===== config.mk =====
export PLATFORM = sky130hd
export DESIGN_NAME = dual_motor_pi_current_loop
export DESIGN_NICKNAME = d
export VERILOG_FILES = /design/src/design/dmpi_pkg.sv /design/src/design/dmpi_ctrl.sv /design/src/design/dmpi_dp.sv /design/src/design/dual_motor_pi_current_loop.sv
export SDC_FILE = /design/constraint.sdc
export NUM_CORES = 2
export LEC_CHECK = 0
export BUFFER_PORTS_ARGS = -buffer_cell sky130_fd_sc_hd__buf_4
export CAP_MARGIN = 15
export CORE_ASPECT_RATIO = 0.9
export CORE_UTILIZATION = 63
export DETAILED_ROUTE_END_ITERATION = 8
export PLACE_DENSITY = 0.9
export SLEW_MARGIN = 20
export SYNTH_ARGS = -nofsm -noshare
export SYNTH_HDL_FRONTEND = slang
export SYNTH_SLANG_ARGS = --single-unit

===== constraint.sdc =====
create_clock -name i_clk -period 11.56 [get_ports i_clk]
set_clock_uncertainty 0.2 [all_clocks]
set_input_delay 1.156 -clock i_clk [delete_from_list [all_inputs] [get_ports i_clk]]
set_output_delay 1.156 -clock i_clk [all_outputs]
set_load 0.02 [all_outputs]

===== src/design/dmpi_pkg.sv =====
// shared types, constants and control store for the dual-joint current loop
package dmpi_pkg;

    // joint count of the integrator store; the ports carry two joints
    localparam int JOINTS = 2;
    localparam int ACTIVE = (JOINTS < 2) ? JOINTS : 2;
    localparam int JW     = (JOINTS > 1) ? $clog2(JOINTS) : 1;

    // control store geometry
    localparam int PC_W      = 4;
    localparam int UCODE_LEN = 12;

    // datapath widths
    localparam int OPA_W   = 19;
    localparam int OPB_W   = 18;
    localparam int PROD_W  = OPA_W + OPB_W;
    localparam int ACC_W   = 54;
    localparam int MAG_W   = 36;
    localparam int CHUNK_W = MAG_W / 2;
    localparam int RND_SH  = 20;
    localparam int FF_SH   = 3;

    // 15*2048*16 + rounding + offset that keeps the ADC term positive
    localparam logic [19:0] ADC_BIAS = 20'd1015816;

    typedef enum logic [2:0] {
        CFG_PROP_GAIN     = 3'd0,
        CFG_INTEGRAL_GAIN = 3'd1,
        CFG_INTEG_LIMIT   = 3'd2,
        CFG_DUTY_LIMIT    = 3'd3,
        CFG_RESISTANCE    = 3'd4,
        CFG_TORQUE_CONST  = 3'd5,
        CFG_INV_SUPPLY    = 3'd6
    } t_cfg_idx;

    typedef enum logic [2:0] {
        OP_NOP,
        OP_PRE,
        OP_MUL,
        OP_ABS,
        OP_FIN,
        OP_PUB
    } t_op;

    typedef enum logic [2:0] {
        A_RES,
        A_KT,
        A_KP,
        A_KI,
        A_MAGLO,
        A_MAGHI
    } t_asel;

    typedef enum logic [2:0] {
        B_TARGET,
        B_SPEED,
        B_ERR,
        B_INTEG,
        B_INV
    } t_bsel;

    typedef enum logic [1:0] {
        SH_0,
        SH_FF,
        SH_CHUNK
    } t_shift;

    typedef enum logic {
        J_NEXT,
        J_JOINT
    } t_jmp;

    typedef enum logic {
        SEQ_IDLE,
        SEQ_RUN
    } t_seq_state;

    typedef struct packed {
        t_op              op;
        t_asel            asel;
        t_bsel            bsel;
        t_shift           shift;
        logic             load;
        t_jmp             jmp;
        logic [PC_W-1:0]  target;
    } t_uword;

    typedef struct packed {
        logic             run;
        logic             pub;
        logic [JW-1:0]    joint;
        t_uword           uw;
    } t_seq;

    typedef struct packed {
        logic [15:0] prop_gain;
        logic [15:0] integral_gain;
        logic [14:0] integrator_limit;
        logic [15:0] duty_limit;
        logic [15:0] winding_resistance;
        logic [15:0] torque_constant;
        logic [15:0] inverse_supply;
    } t_cfg;

    typedef struct packed {
        logic        [15:0] adc_a;
        logic        [15:0] adc_b;
        logic signed [15:0] speed_a;
        logic signed [15:0] speed_b;
        logic signed [15:0] target_a;
        logic signed [15:0] target_b;
    } t_item;

    typedef struct packed {
        logic        [15:0] duty_a;
        logic               reverse_a;
        logic        [15:0] duty_b;
        logic               reverse_b;
        logic signed [15:0] sensed_a;
        logic signed [15:0] sensed_b;
    } t_result;

    // per-joint program; the last joint step loops back for the next joint
    function automatic t_uword dmpi_ucode(input logic [PC_W-1:0] pc);
        t_uword w;
        w = '{op: OP_NOP, asel: A_RES, bsel: B_TARGET, shift: SH_0,
              load: 1'b0, jmp: J_NEXT, target: '0};
        case (pc)
            4'd0: begin
                w.op = OP_PRE;
            end
            4'd1: begin
                w.op = OP_MUL; w.asel = A_RES; w.bsel = B_TARGET; w.load = 1'b1;
            end
            4'd2: begin
                w.op = OP_MUL; w.asel = A_KT; w.bsel = B_SPEED; w.shift = SH_FF;
            end
            4'd3: begin
                w.op = OP_MUL; w.asel = A_KP; w.bsel = B_ERR;
            end
            4'd4: begin
                w.op = OP_MUL; w.asel = A_KI; w.bsel = B_INTEG;
            end
            4'd5: begin
                w.op = OP_NOP;
            end
            4'd6: begin
                w.op = OP_ABS;
            end
            4'd7: begin
                w.op = OP_MUL; w.asel = A_MAGLO; w.bsel = B_INV; w.load = 1'b1;
            end
            4'd8: begin
                w.op = OP_MUL; w.asel = A_MAGHI; w.bsel = B_INV; w.shift = SH_CHUNK;
            end
            4'd9: begin
                w.op = OP_NOP;
            end
            4'd10: begin
                w.op = OP_FIN; w.jmp = J_JOINT; w.target = 4'd0;
            end
            4'd11: begin
                w.op = OP_PUB;
            end
            default: begin
                w.op = OP_NOP;
            end
        endcase
        return w;
    endfunction

endpackage


===== src/design/dmpi_ctrl.sv =====
// microcode sequencer: step counter, joint counter and control store
module dmpi_ctrl (
    input  logic             i_clk,
    input  logic             i_rst_n,
    input  logic             i_in_valid,
    input  logic             i_slot_free,
    output logic             o_in_ready,
    output dmpi_pkg::t_seq   o_seq
);

    dmpi_pkg::t_seq_state            r_state, n_state;
    logic [dmpi_pkg::PC_W-1:0]       r_pc, n_pc;
    logic [dmpi_pkg::JW-1:0]         r_joint, n_joint;
    dmpi_pkg::t_uword                w_uw;
    logic                            w_last;
    logic                            w_pub_step;

    assign w_uw       = dmpi_pkg::dmpi_ucode(r_pc);
    assign w_last     = (r_joint == dmpi_pkg::JW'(dmpi_pkg::ACTIVE - 1));
    assign w_pub_step = (w_uw.op == dmpi_pkg::OP_PUB);

    always_ff @(posedge i_clk) begin
        if (!i_rst_n) begin
            r_state <= dmpi_pkg::SEQ_IDLE;
            r_pc    <= '0;
            r_joint <= '0;
        end else begin
            r_state <= n_state;
            r_pc    <= n_pc;
            r_joint <= n_joint;
        end
    end

    // next state, step and joint
    always_comb begin
        n_state = r_state;
        n_pc    = r_pc;
        n_joint = r_joint;
        case (r_state)
            dmpi_pkg::SEQ_IDLE: begin
                if (i_in_valid) begin
                    n_state = dmpi_pkg::SEQ_RUN;
                    n_pc    = '0;
                    n_joint = '0;
                end
            end
            dmpi_pkg::SEQ_RUN: begin
                if (w_pub_step) begin
                    if (i_slot_free) begin
                        n_state = dmpi_pkg::SEQ_IDLE;
                    end
                end else if (w_uw.jmp == dmpi_pkg::J_JOINT && !w_last) begin
                    n_pc    = w_uw.target;
                    n_joint = r_joint + dmpi_pkg::JW'(1);
                end else begin
                    n_pc = r_pc + dmpi_pkg::PC_W'(1);
                end
            end
            default: begin
                n_state = dmpi_pkg::SEQ_IDLE;
            end
        endcase
    end

    // outputs
    always_comb begin
        o_in_ready  = 1'b0;
        o_seq.run   = 1'b0;
        o_seq.pub   = 1'b0;
        o_seq.joint = r_joint;
        o_seq.uw    = w_uw;
        case (r_state)
            dmpi_pkg::SEQ_IDLE: begin
                o_in_ready = 1'b1;
            end
            dmpi_pkg::SEQ_RUN: begin
                o_seq.run = !w_pub_step;
                o_seq.pub = w_pub_step && i_slot_free;
            end
            default: begin
                o_in_ready = 1'b0;
            end
        endcase
    end

    a_start_clean: assert property (@(posedge i_clk) disable iff (!i_rst_n)
        (o_in_ready && i_in_valid) |=>
            (r_state == dmpi_pkg::SEQ_RUN && r_pc == '0 && r_joint == '0))
        else $error("sequencer did not restart at step zero of joint zero");

    a_pc_range: assert property (@(posedge i_clk) disable iff (!i_rst_n)
        (r_state == dmpi_pkg::SEQ_RUN) |->
            (r_pc <= dmpi_pkg::PC_W'(dmpi_pkg::UCODE_LEN - 1) &&
             r_joint <= dmpi_pkg::JW'(dmpi_pkg::ACTIVE - 1)))
        else $error("step or joint counter out of range");

endmodule


===== src/design/dmpi_dp.sv =====
// datapath: sense conversion, integrator, shared multiplier and accumulator
module dmpi_dp (
    input  logic               i_clk,
    input  logic               i_rst_n,
    input  dmpi_pkg::t_seq     i_seq,
    input  dmpi_pkg::t_cfg     i_cfg,
    input  dmpi_pkg::t_item    i_item,
    output dmpi_pkg::t_result  o_result
);

    logic signed [15:0]                 r_integ [dmpi_pkg::JOINTS];
    logic signed [16:0]                 r_err;
    logic signed [15:0]                 r_ival;
    logic signed [dmpi_pkg::PROD_W-1:0] r_prod;
    logic                               r_pvalid;
    dmpi_pkg::t_shift                   r_pshift;
    logic                               r_pload;
    logic signed [dmpi_pkg::ACC_W-1:0]  r_acc;
    logic [dmpi_pkg::MAG_W-1:0]         r_mag;
    logic                               r_neg;
    logic [15:0]                        r_duty   [2];
    logic                               r_rev    [2];
    logic signed [15:0]                 r_sensed [2];

    logic                               w_sel_b;
    logic [15:0]                        w_adc;
    logic signed [15:0]                 w_speed;
    logic signed [15:0]                 w_tgt;
    logic [19:0]                        w_adc15;
    logic [19:0]                        w_biased;
    logic signed [15:0]                 w_meas;
    logic signed [16:0]                 w_err;
    logic signed [17:0]                 w_sum;
    logic signed [17:0]                 w_lim;
    logic signed [17:0]                 w_clamp;
    logic signed [dmpi_pkg::OPA_W-1:0]  w_opa;
    logic signed [dmpi_pkg::OPB_W-1:0]  w_opb;
    logic signed [dmpi_pkg::PROD_W-1:0] w_prod;
    logic signed [dmpi_pkg::ACC_W-1:0]  w_pext;
    logic signed [dmpi_pkg::ACC_W-1:0]  w_pshifted;
    logic signed [dmpi_pkg::ACC_W-1:0]  w_abs;
    logic [dmpi_pkg::ACC_W-1:0]         w_rnd;
    logic [dmpi_pkg::ACC_W-dmpi_pkg::RND_SH-1:0] w_dmag;
    logic [15:0]                        w_duty;
    logic                               w_rev;
    logic                               w_pre;

    assign w_sel_b = (i_seq.joint != '0);
    assign w_adc   = w_sel_b ? i_item.adc_b    : i_item.adc_a;
    assign w_speed = w_sel_b ? i_item.speed_b  : i_item.speed_a;
    assign w_tgt   = w_sel_b ? i_item.target_b : i_item.target_a;
    assign w_pre   = i_seq.run && (i_seq.uw.op == dmpi_pkg::OP_PRE);

    // sensed = ((bias - 15*adc) >> 4) - 32768, the subtract is an msb flip
    assign w_adc15  = {w_adc, 4'b0000} - {4'b0000, w_adc};
    assign w_biased = dmpi_pkg::ADC_BIAS - w_adc15;
    assign w_meas   = {~w_biased[19], w_biased[18:4]};
    assign w_err    = {w_tgt[15], w_tgt} - {w_meas[15], w_meas};

    // anti-windup clamp
    assign w_sum = {{2{r_integ[i_seq.joint][15]}}, r_integ[i_seq.joint]}
                 + {w_err[16], w_err};
    assign w_lim = {3'b000, i_cfg.integrator_limit};

    always_comb begin
        if (w_sum > w_lim) begin
            w_clamp = w_lim;
        end else if (w_sum < -w_lim) begin
            w_clamp = -w_lim;
        end else begin
            w_clamp = w_sum;
        end
    end

    // operand selection for the shared multiplier
    always_comb begin
        case (i_seq.uw.asel)
            dmpi_pkg::A_RES:   w_opa = {3'b000, i_cfg.winding_resistance};
            dmpi_pkg::A_KT:    w_opa = {3'b000, i_cfg.torque_constant};
            dmpi_pkg::A_KP:    w_opa = {3'b000, i_cfg.prop_gain};
            dmpi_pkg::A_KI:    w_opa = {3'b000, i_cfg.integral_gain};
            dmpi_pkg::A_MAGLO: w_opa = {1'b0, r_mag[dmpi_pkg::CHUNK_W-1:0]};
            dmpi_pkg::A_MAGHI: w_opa = {1'b0, r_mag[dmpi_pkg::MAG_W-1:dmpi_pkg::CHUNK_W]};
            default:           w_opa = '0;
        endcase
    end

    always_comb begin
        case (i_seq.uw.bsel)
            dmpi_pkg::B_TARGET: w_opb = {{2{w_tgt[15]}}, w_tgt};
            dmpi_pkg::B_SPEED:  w_opb = {{2{w_speed[15]}}, w_speed};
            dmpi_pkg::B_ERR:    w_opb = {r_err[16], r_err};
            dmpi_pkg::B_INTEG:  w_opb = {{2{r_ival[15]}}, r_ival};
            dmpi_pkg::B_INV:    w_opb = {2'b00, i_cfg.inverse_supply};
            default:            w_opb = '0;
        endcase
    end

    assign w_prod = w_opa * w_opb;

    assign w_pext = {{(dmpi_pkg::ACC_W - dmpi_pkg::PROD_W){r_prod[dmpi_pkg::PROD_W-1]}},
                     r_prod};

    always_comb begin
        case (r_pshift)
            dmpi_pkg::SH_0:     w_pshifted = w_pext;
            dmpi_pkg::SH_FF:    w_pshifted = w_pext <<< dmpi_pkg::FF_SH;
            dmpi_pkg::SH_CHUNK: w_pshifted = w_pext <<< dmpi_pkg::CHUNK_W;
            default:            w_pshifted = w_pext;
        endcase
    end

    assign w_abs = r_acc[dmpi_pkg::ACC_W-1] ? -r_acc : r_acc;

    // round half up to Q1.15, then saturate at the duty limit
    assign w_rnd  = r_acc + (dmpi_pkg::ACC_W'(1) << (dmpi_pkg::RND_SH - 1));
    assign w_dmag = w_rnd[dmpi_pkg::ACC_W-1:dmpi_pkg::RND_SH];
    assign w_duty = (w_dmag > {{(dmpi_pkg::ACC_W - dmpi_pkg::RND_SH - 16){1'b0}},
                               i_cfg.duty_limit})
                  ? i_cfg.duty_limit : w_dmag[15:0];
    assign w_rev  = r_neg && (i_cfg.inverse_supply != '0) && (i_cfg.duty_limit != '0);

    // integrator state and product pipeline control
    always_ff @(posedge i_clk) begin
        if (!i_rst_n) begin
            for (int j = 0; j < dmpi_pkg::JOINTS; j++) begin
                r_integ[j] <= '0;
            end
            r_pvalid <= 1'b0;
        end else begin
            if (w_pre) begin
                r_integ[i_seq.joint] <= w_clamp[15:0];
            end
            r_pvalid <= i_seq.run && (i_seq.uw.op == dmpi_pkg::OP_MUL);
        end
    end

    always_ff @(posedge i_clk) begin
        if (w_pre) begin
            r_err              <= w_err;
            r_ival             <= w_clamp[15:0];
            r_sensed[w_sel_b]  <= w_meas;
        end
        if (i_seq.run && i_seq.uw.op == dmpi_pkg::OP_MUL) begin
            r_prod   <= w_prod;
            r_pshift <= i_seq.uw.shift;
            r_pload  <= i_seq.uw.load;
        end
        if (r_pvalid) begin
            r_acc <= (r_pload ? '0 : r_acc) + w_pshifted;
        end
        if (i_seq.run && i_seq.uw.op == dmpi_pkg::OP_ABS) begin
            r_mag <= w_abs[dmpi_pkg::MAG_W-1:0];
            r_neg <= r_acc[dmpi_pkg::ACC_W-1];
        end
        if (i_seq.run && i_seq.uw.op == dmpi_pkg::OP_FIN) begin
            r_duty[w_sel_b] <= w_duty;
            r_rev[w_sel_b]  <= w_rev;
        end
    end

    assign o_result.duty_a    = r_duty[0];
    assign o_result.reverse_a = r_rev[0];
    assign o_result.sensed_a  = r_sensed[0];
    assign o_result.duty_b    = (dmpi_pkg::ACTIVE > 1) ? r_duty[1]   : '0;
    assign o_result.reverse_b = (dmpi_pkg::ACTIVE > 1) ? r_rev[1]    : 1'b0;
    assign o_result.sensed_b  = (dmpi_pkg::ACTIVE > 1) ? r_sensed[1] : '0;

    a_integ_bound: assert property (@(posedge i_clk) disable iff (!i_rst_n)
        w_pre |=> (($signed({2'b00, r_ival}) <= $signed({3'b000, i_cfg.integrator_limit})) ||
                   r_ival[15]) &&
                  (!r_ival[15] ||
                   ($signed({{2{r_ival[15]}}, r_ival}) >=
                    -$signed({3'b000, i_cfg.integrator_limit}))))
        else $error("integrator left the anti-windup bound");

endmodule


===== src/design/dual_motor_pi_current_loop.sv =====
// top level of the dual-joint pi current loop with feedforward and anti-windup
//
// Each request carries, for joints a and b, a raw current-sense word, a
// velocity and a target current, and yields one result with the measured
// current (Q5.11), the duty magnitude (Q1.15, saturated at duty_limit) and a
// reverse bit per joint. Between one input acceptance and the next, the
// sequencer passes through an idle state in which o_in_ready is high, then an
// 11-step microprogram per joint (conversion and integrator update, four
// voltage products, magnitude, two duty partial products, round and
// saturate) on a single shared 19x18 multiplier, plus one step that moves the
// result into the output register. The output register lets the next request
// be accepted while a result still waits for i_out_ready; the sequencer only
// waits at its final step if the previous result has not been taken yet.
// Configuration writes take effect at once and are meant to happen while the
// block is idle; an unknown register index is ignored. The integrators reset
// to zero.
module dual_motor_pi_current_loop (
    input  logic               i_clk,
    input  logic               i_rst_n,

    // configuration write port
    input  logic               i_cfg_we,
    input  logic [2:0]         i_cfg_idx,
    input  logic [15:0]        i_cfg_data,

    // request channel
    input  logic               i_in_valid,
    output logic               o_in_ready,
    input  logic        [15:0] i_adc_a,
    input  logic        [15:0] i_adc_b,
    input  logic signed [15:0] i_speed_a,
    input  logic signed [15:0] i_speed_b,
    input  logic signed [15:0] i_target_a,
    input  logic signed [15:0] i_target_b,

    // result channel
    output logic               o_out_valid,
    input  logic               i_out_ready,
    output logic        [15:0] o_duty_a,
    output logic               o_reverse_a,
    output logic        [15:0] o_duty_b,
    output logic               o_reverse_b,
    output logic signed [15:0] o_sensed_a,
    output logic signed [15:0] o_sensed_b
);

    dmpi_pkg::t_cfg     r_cfg;
    dmpi_pkg::t_item    r_item;
    dmpi_pkg::t_result  r_out;
    logic               r_out_valid;

    dmpi_pkg::t_seq     w_seq;
    dmpi_pkg::t_result  w_result;
    logic               w_slot_free;
    logic               w_accept;

    // output slot can take a new result when empty or being drained
    assign w_slot_free = !r_out_valid || i_out_ready;
    assign w_accept    = i_in_valid && o_in_ready;

    // configuration registers
    always_ff @(posedge i_clk) begin
        if (!i_rst_n) begin
            r_cfg.prop_gain          <= 16'd1024;
            r_cfg.integral_gain      <= 16'd102;
            r_cfg.integrator_limit   <= 15'd6144;
            r_cfg.duty_limit         <= 16'd0;
            r_cfg.winding_resistance <= 16'd512;
            r_cfg.torque_constant    <= 16'd46;
            r_cfg.inverse_supply     <= 16'd5461;
        end else if (i_cfg_we) begin
            case (i_cfg_idx)
                dmpi_pkg::CFG_PROP_GAIN:     r_cfg.prop_gain          <= i_cfg_data;
                dmpi_pkg::CFG_INTEGRAL_GAIN: r_cfg.integral_gain      <= i_cfg_data;
                dmpi_pkg::CFG_INTEG_LIMIT:   r_cfg.integrator_limit   <= i_cfg_data[14:0];
                dmpi_pkg::CFG_DUTY_LIMIT:    r_cfg.duty_limit         <= i_cfg_data;
                dmpi_pkg::CFG_RESISTANCE:    r_cfg.winding_resistance <= i_cfg_data;
                dmpi_pkg::CFG_TORQUE_CONST:  r_cfg.torque_constant    <= i_cfg_data;
                dmpi_pkg::CFG_INV_SUPPLY:    r_cfg.inverse_supply     <= i_cfg_data;
                default: begin
                    // unknown index, write dropped
                end
            endcase
        end
    end

    // request capture, held for the whole program
    always_ff @(posedge i_clk) begin
        if (w_accept) begin
            r_item.adc_a    <= i_adc_a;
            r_item.adc_b    <= i_adc_b;
            r_item.speed_a  <= i_speed_a;
            r_item.speed_b  <= i_speed_b;
            r_item.target_a <= i_target_a;
            r_item.target_b <= i_target_b;
        end
    end

    // output register
    always_ff @(posedge i_clk) begin
        if (!i_rst_n) begin
            r_out_valid <= 1'b0;
        end else if (w_seq.pub) begin
            r_out_valid <= 1'b1;
        end else if (i_out_ready) begin
            r_out_valid <= 1'b0;
        end
    end

    always_ff @(posedge i_clk) begin
        if (w_seq.pub) begin
            r_out <= w_result;
        end
    end

    dmpi_ctrl u_ctrl (
        .i_clk       (i_clk),
        .i_rst_n     (i_rst_n),
        .i_in_valid  (i_in_valid),
        .i_slot_free (w_slot_free),
        .o_in_ready  (o_in_ready),
        .o_seq       (w_seq)
    );

    dmpi_dp u_dp (
        .i_clk    (i_clk),
        .i_rst_n  (i_rst_n),
        .i_seq    (w_seq),
        .i_cfg    (r_cfg),
        .i_item   (r_item),
        .o_result (w_result)
    );

    assign o_out_valid = r_out_valid;
    assign o_duty_a    = r_out.duty_a;
    assign o_reverse_a = r_out.reverse_a;
    assign o_duty_b    = r_out.duty_b;
    assign o_reverse_b = r_out.reverse_b;
    assign o_sensed_a  = r_out.sensed_a;
    assign o_sensed_b  = r_out.sensed_b;

    // a publish only happens into a free slot, and the sequencer is idle after it
    a_pub_into_free: assert property (@(posedge i_clk) disable iff (!i_rst_n)
        w_seq.pub |-> (w_slot_free && !w_accept))
        else $error("result published over an untaken result");

    a_idle_after_pub: assert property (@(posedge i_clk) disable iff (!i_rst_n)
        w_seq.pub |=> (o_in_ready && r_out_valid))
        else $error("sequencer not idle after publishing a result");

endmodule


==> impl_metrics.prom <==
# TYPE chip_impl_metric gauge
chip_impl_metric{name="place_hpwl",unit="mm"} 89.09
chip_impl_metric{name="post_drt_via_cell_ratio",unit=""} 6.462
chip_impl_metric{name="p_leak",unit="µW"} 0.01853
chip_impl_info{name="hold_path.startpoint",value="u_dp.r_duty[1][9]"} 1
chip_impl_metric{name="switchingPower",unit="µW"} 2460
chip_impl_metric{name="drtPass1Iterations",unit=""} 7
chip_impl_metric{name="post_route_cells_drive_above_1_share",unit=""} 0.1021
chip_impl_metric{name="signal_arrival_time_at_the_worst_endpoint",unit="ns"} 10.52
chip_impl_info{name="worstReg2RegStart",value="u_ctrl.r_pc[0]"} 1
chip_impl_metric{name="pin_count",unit=""} 188
chip_impl_metric{name="initialDrtViolationCount",unit=""} 4433
chip_impl_metric{name="power_switching_share",unit=""} 0.3754
chip_impl_metric{name="seq_power_share",unit=""} 0.355
chip_impl_metric{name="antenna_found_initial",unit=""} 5
chip_impl_metric{name="core_area",unit="µm²"} 62590
chip_impl_metric{name="detail_route.drc_violations",unit=""} 0
chip_impl_metric{name="syn-instance-count",unit=""} 4010
chip_impl_metric{name="final_hold_viol_count",unit=""} 0
chip_impl_metric{name="clkTransAtPathRegs",unit="ns"} 0.07
chip_impl_info{name="path_common_cell",value="sky130_fd_sc_hd__fa_1"} 1
chip_impl_info{name="tritoncts_clock_tree",value="done"} 1
chip_impl_metric{name="timing.slew.headroom",unit=""} 0.1946
chip_impl_metric{name="slack_of_the_worst_reg_to_reg_path",unit="ns"} 1.23
chip_impl_metric{name="synth_enable_flop_cells",unit=""} 424
chip_impl_metric{name="p_int",unit="µW"} 4092
chip_impl_metric{name="worst-slew-pin-transition",unit="ns"} 1.204
chip_impl_metric{name="setup_tns",unit="ns"} 0
chip_impl_metric{name="total_power_per_unit_cell_area",unit="nW/µm²"} 149.0
chip_impl_metric{name="via_count_of_the_first_global_routing_pass",unit=""} 31490
chip_impl_info{name="cts_root_buffer_type",value="sky130_fd_sc_hd__clkbuf_16"} 1
chip_impl_info{name="yosysTopAreaCell",value="sky130_fd_sc_hd__edfxtp_1"} 1
chip_impl_metric{name="synth_async_sr_flop_share",unit=""} 0
chip_impl_metric{name="rr_worst_depth",unit=""} 30
chip_impl_metric{name="ctsHoldBuffers",unit=""} 0
chip_impl_info{name="yosys-top-cells-count",value="561 x sky130_fd_sc_hd__nand2_1, 439 x sky130_fd_sc_hd__inv_1, 424 x sky130_fd_sc_hd__edfxtp_1"} 1
chip_impl_metric{name="layout.filler_cells",unit=""} 4317
chip_impl_metric{name="critical_path_peak_fanout",unit=""} 52
chip_impl_info{name="setup.worst_path.class",value="reg -> reg"} 1
chip_impl_metric{name="grt.total_usage",unit=""} 0.3741
chip_impl_metric{name="timing.final.crit_share",unit=""} 0.8932
chip_impl_metric{name="wl",unit="mm"} 119.6
chip_impl_metric{name="cts.repair_timing.setup_buffer_count",unit=""} 0
chip_impl_info{name="hp-class",value="reg -> reg"} 1
chip_impl_metric{name="finalSetupViolCount",unit=""} 0
chip_impl_metric{name="ir_drop",unit="mV"} 0.1483
chip_impl_metric{name="std_cell_rows",unit=""} 87
chip_impl_metric{name="syn2layout_area_growth",unit="%"} 10.37
chip_impl_metric{name="period_needed",unit="ns"} 10.33
chip_impl_metric{name="clock_sinks",unit=""} 544
chip_impl_metric{name="worst_hold_path.num_cells",unit=""} 0
chip_impl_info{name="timing.critical_path.from_type",value="flop"} 1
chip_impl_metric{name="detail-route-antenna-nets",unit=""} 0
chip_impl_metric{name="port_buffers",unit=""} 187
chip_impl_metric{name="critical_path_required",unit="ns"} 11.75
chip_impl_metric{name="synth_warnings",unit=""} 0
chip_impl_metric{name="slew_viol_final",unit=""} 0
chip_impl_metric{name="insertion_delay",unit="ns"} 0.65
chip_impl_metric{name="share_of_power_burned_in_the_clock_network",unit=""} 0.274
chip_impl_metric{name="whs",unit="ns"} 0.2156
chip_impl_metric{name="synth.net_count",unit=""} 4694
chip_impl_metric{name="power_share_of_the_combinational_group",unit=""} 0.371
chip_impl_metric{name="post_synth.cell_area_avg",unit="µm²"} 9.937
chip_impl_info{name="holdPathEnd",value="o_duty_b[9]"} 1
chip_impl_metric{name="wire_per_inst",unit="µm"} 23.78
chip_impl_metric{name="dr_total_vias",unit=""} 32510
chip_impl_metric{name="synthDistinctLibCells",unit=""} 83
chip_impl_metric{name="initial_utilization",unit=""} 0.6366
chip_impl_metric{name="max_cap_viol_count",unit=""} 0
chip_impl_metric{name="gp_routability_congestion",unit=""} 1.028
chip_impl_metric{name="die_x",unit="µm"} 267.1
chip_impl_info{name="run_status",value="complete, no violations"} 1
chip_impl_metric{name="cts_max_path_buffers",unit=""} 3
chip_impl_metric{name="synth_top_cell_area_share",unit=""} 0.3195
chip_impl_metric{name="numCtsBuffers",unit=""} 54
chip_impl_info{name="yosysMostFrequentCell",value="sky130_fd_sc_hd__nand2_1"} 1
chip_impl_metric{name="cts-resized-gates",unit=""} 0
chip_impl_info{name="unrepaired_setup_endpoints_after_global_routing",value="no"} 1
chip_impl_metric{name="vert_die_dim",unit="µm"} 240.6
chip_impl_metric{name="fmax",unit="MHz"} 96.84
chip_impl_info{name="crit_path_capture_type",value="flop"} 1
chip_impl_metric{name="ys_seq_elements",unit=""} 544
chip_impl_metric{name="design.die.area",unit="µm²"} 64260
chip_impl_info{name="crit_path_top_delay_cell",value="sky130_fd_sc_hd__o311ai_0"} 1
chip_impl_info{name="r2r_end",value="u_dp.r_prod[36]"} 1
chip_impl_metric{name="synth_seq_area_share",unit=""} 0.3798
chip_impl_metric{name="cp_slowest_stage_delay",unit="ns"} 0.57
chip_impl_metric{name="nNetsFinal",unit=""} 4821
chip_impl_metric{name="grt_pass1_wl",unit="mm"} 180.9
chip_impl_metric{name="synth.cell_area",unit="µm²"} 39850
chip_impl_metric{name="clock_tree.htree_level_count",unit=""} 2
chip_impl_info{name="synth_ff_type",value="sky130_fd_sc_hd__edfxtp_1"} 1
chip_impl_info{name="ranking_of_synthesized_cells_by_area",value="sky130_fd_sc_hd__edfxtp_1 32%, sky130_fd_sc_hd__fa_1 13%, sky130_fd_sc_hd__ha_1 9.6%"} 1
chip_impl_metric{name="grt_remaining_overflow",unit=""} 0
chip_impl_metric{name="largest_net_degree_at_the_start_of_global_routing",unit=""} 99
==> area by class of cell <==
class	instances	area, µm²	share of cell area
multi-input cells	2854	22510	0.5118
clock inverters	34	317.8	0.007227
diodes	4	10.01	0.0002276
well taps	845	1057	0.02404
repair buffers	242	1829	0.04160
clock buffers	67	1463	0.03326
inverters	441	1655	0.03764
flip-flops and latches	544	15140	0.3442
==> layer usage <==
layer / share of wire / track usage / vias up
li1: - / - / 14170
met1: 0.37 / 0.4987 / 15610
met2: 0.43 / 0.5654 / 2260
met3: 0.14 / 0.1045 / 465
met4: 0.055 / 0.1825 / 2
met5: 0.00012 / 0 / -
==> kinds of logic after synthesis <==
kind of cell / count (synthesis) / synth area share
muxes: 94 / 0.02543
DFF: 544 / 0.3798
and+or+nand+nor: 1243 / 0.1414
AOI/OAI and AO/OA: 771 / 0.1296
xor gates and xnor gates: 180 / 0.03956
adders and majority gates: 564 / 0.2259
buffers and inverters: 612 / 0.05809
other: 2 / 0.0001885
==> through the flow <==
step                  util  setup WS [ns]  instance area (µm²)  total power, µW  std cells
floorplan                -          2.854                39850             3949       4010
global placement    0.6735          1.898                42160             4564       4925
detailed placement  0.6735          1.456                42160             4653       4925
CTS                 0.7020          1.455                43940             6436       5026
global route        0.7025         0.7120                43970             6830       5029
finish              0.7026          1.234                43980             6552       5031
==> critical path: cells and delay by family (launching register included) <==
family,cells,cell delay [ns]
buffers and inverters,5,1.20
adders and majority gates,8,3.86
DFF,1,0.43
and+or+nand+nor,7,1.74
AOI/OAI and AO/OA,9,2.53
xor gates and xnor gates,1,0.08
==> how the worst max path moves through the flow <==
stage                   start         endpoint  cells past startpoint
2_1_floorplan  u_ctrl.r_pc[0]  u_dp.r_prod[35]                     31
3_3_place_gp   u_ctrl.r_pc[0]  u_dp.r_prod[36]                     30
3_5_place_dp   u_ctrl.r_pc[1]  u_dp.r_prod[36]                     30
4_1_cts        u_ctrl.r_pc[1]  u_dp.r_prod[36]                     30
5_1_grt        u_ctrl.r_pc[1]  u_dp.r_prod[36]                     30
6_report       u_ctrl.r_pc[0]  u_dp.r_prod[36]                     30
==> layout by cell type, fill, tap and decap left out, types with 12 or more instances in the layout <==
cell | netlist | routed
sky130_fd_sc_hd__nor3_1 | 37 | 37
sky130_fd_sc_hd__xor2_1 | 46 | 46
sky130_fd_sc_hd__a221o_1 | 37 | 37
sky130_fd_sc_hd__nor4_1 | 19 | 18
sky130_fd_sc_hd__clkbuf_16 | 0 | 55
sky130_fd_sc_hd__nor2b_1 | 83 | 81
sky130_fd_sc_hd__or2_2 | 16 | 16
sky130_fd_sc_hd__inv_1 | 439 | 439
sky130_fd_sc_hd__nand3_1 | 69 | 69
sky130_fd_sc_hd__a31oi_1 | 15 | 15
sky130_fd_sc_hd__a21o_1 | 59 | 59
sky130_fd_sc_hd__fa_1 | 259 | 259
sky130_fd_sc_hd__nand2b_1 | 34 | 34
sky130_fd_sc_hd__a221oi_1 | 40 | 35
sky130_fd_sc_hd__a22o_1 | 17 | 17
sky130_fd_sc_hd__nor2_1 | 294 | 291
sky130_fd_sc_hd__ha_1 | 305 | 304
sky130_fd_sc_hd__o31ai_1 | 19 | 19
sky130_fd_sc_hd__nand4_1 | 28 | 28
sky130_fd_sc_hd__and2_1 | 25 | 25
sky130_fd_sc_hd__buf_4 | 1 | 241
sky130_fd_sc_hd__mux2i_1 | 36 | 36
sky130_fd_sc_hd__a211oi_1 | 37 | 37
sky130_fd_sc_hd__a222oi_1 | 22 | 22
sky130_fd_sc_hd__o21bai_1 | 24 | 24
sky130_fd_sc_hd__or3_1 | 12 | 12
sky130_fd_sc_hd__nand2_1 | 561 | 560
sky130_fd_sc_hd__a21oi_1 | 254 | 252
sky130_fd_sc_hd__and3_1 | 23 | 23
sky130_fd_sc_hd__dfxtp_1 | 120 | 118
sky130_fd_sc_hd__edfxtp_1 | 424 | 424
sky130_fd_sc_hd__o21ai_0 | 110 | 110
sky130_fd_sc_hd__o21a_1 | 20 | 20
sky130_fd_sc_hd__mux2_2 | 49 | 49
sky130_fd_sc_hd__a22oi_1 | 34 | 34
sky130_fd_sc_hd__xnor2_1 | 134 | 134
==> power groups by stage <==
stage	registers [µW]	logic, µW	clock network (µW)
floorplan	2320	1630	0
global placement	2360	2210	0
detailed placement	2360	2290	0
CTS	2320	2330	1790
global route	2330	2630	1870
finish	2330	2430	1790
==> registers in the layout, indices dropped and copies added (netlist names), 2 cells and up, named ones only <==
register,count
u_dp.r_prod,37
r_item,96
u_dp.r_ival,16
u_dp.r_duty,32
u_dp.r_sensed,32
u_dp.r_err,17
o_duty_a,16
u_ctrl.r_pc,4
o_duty_b,16
u_dp.r_mag,36
u_dp.r_acc,54
o_sensed_a,16
u_dp.r_integ,32
r_cfg,111
o_sensed_b,16
u_dp.r_pshift,2
u_dp.r_rev,2
Note: power is estimated with default switching activity, not from simulation.
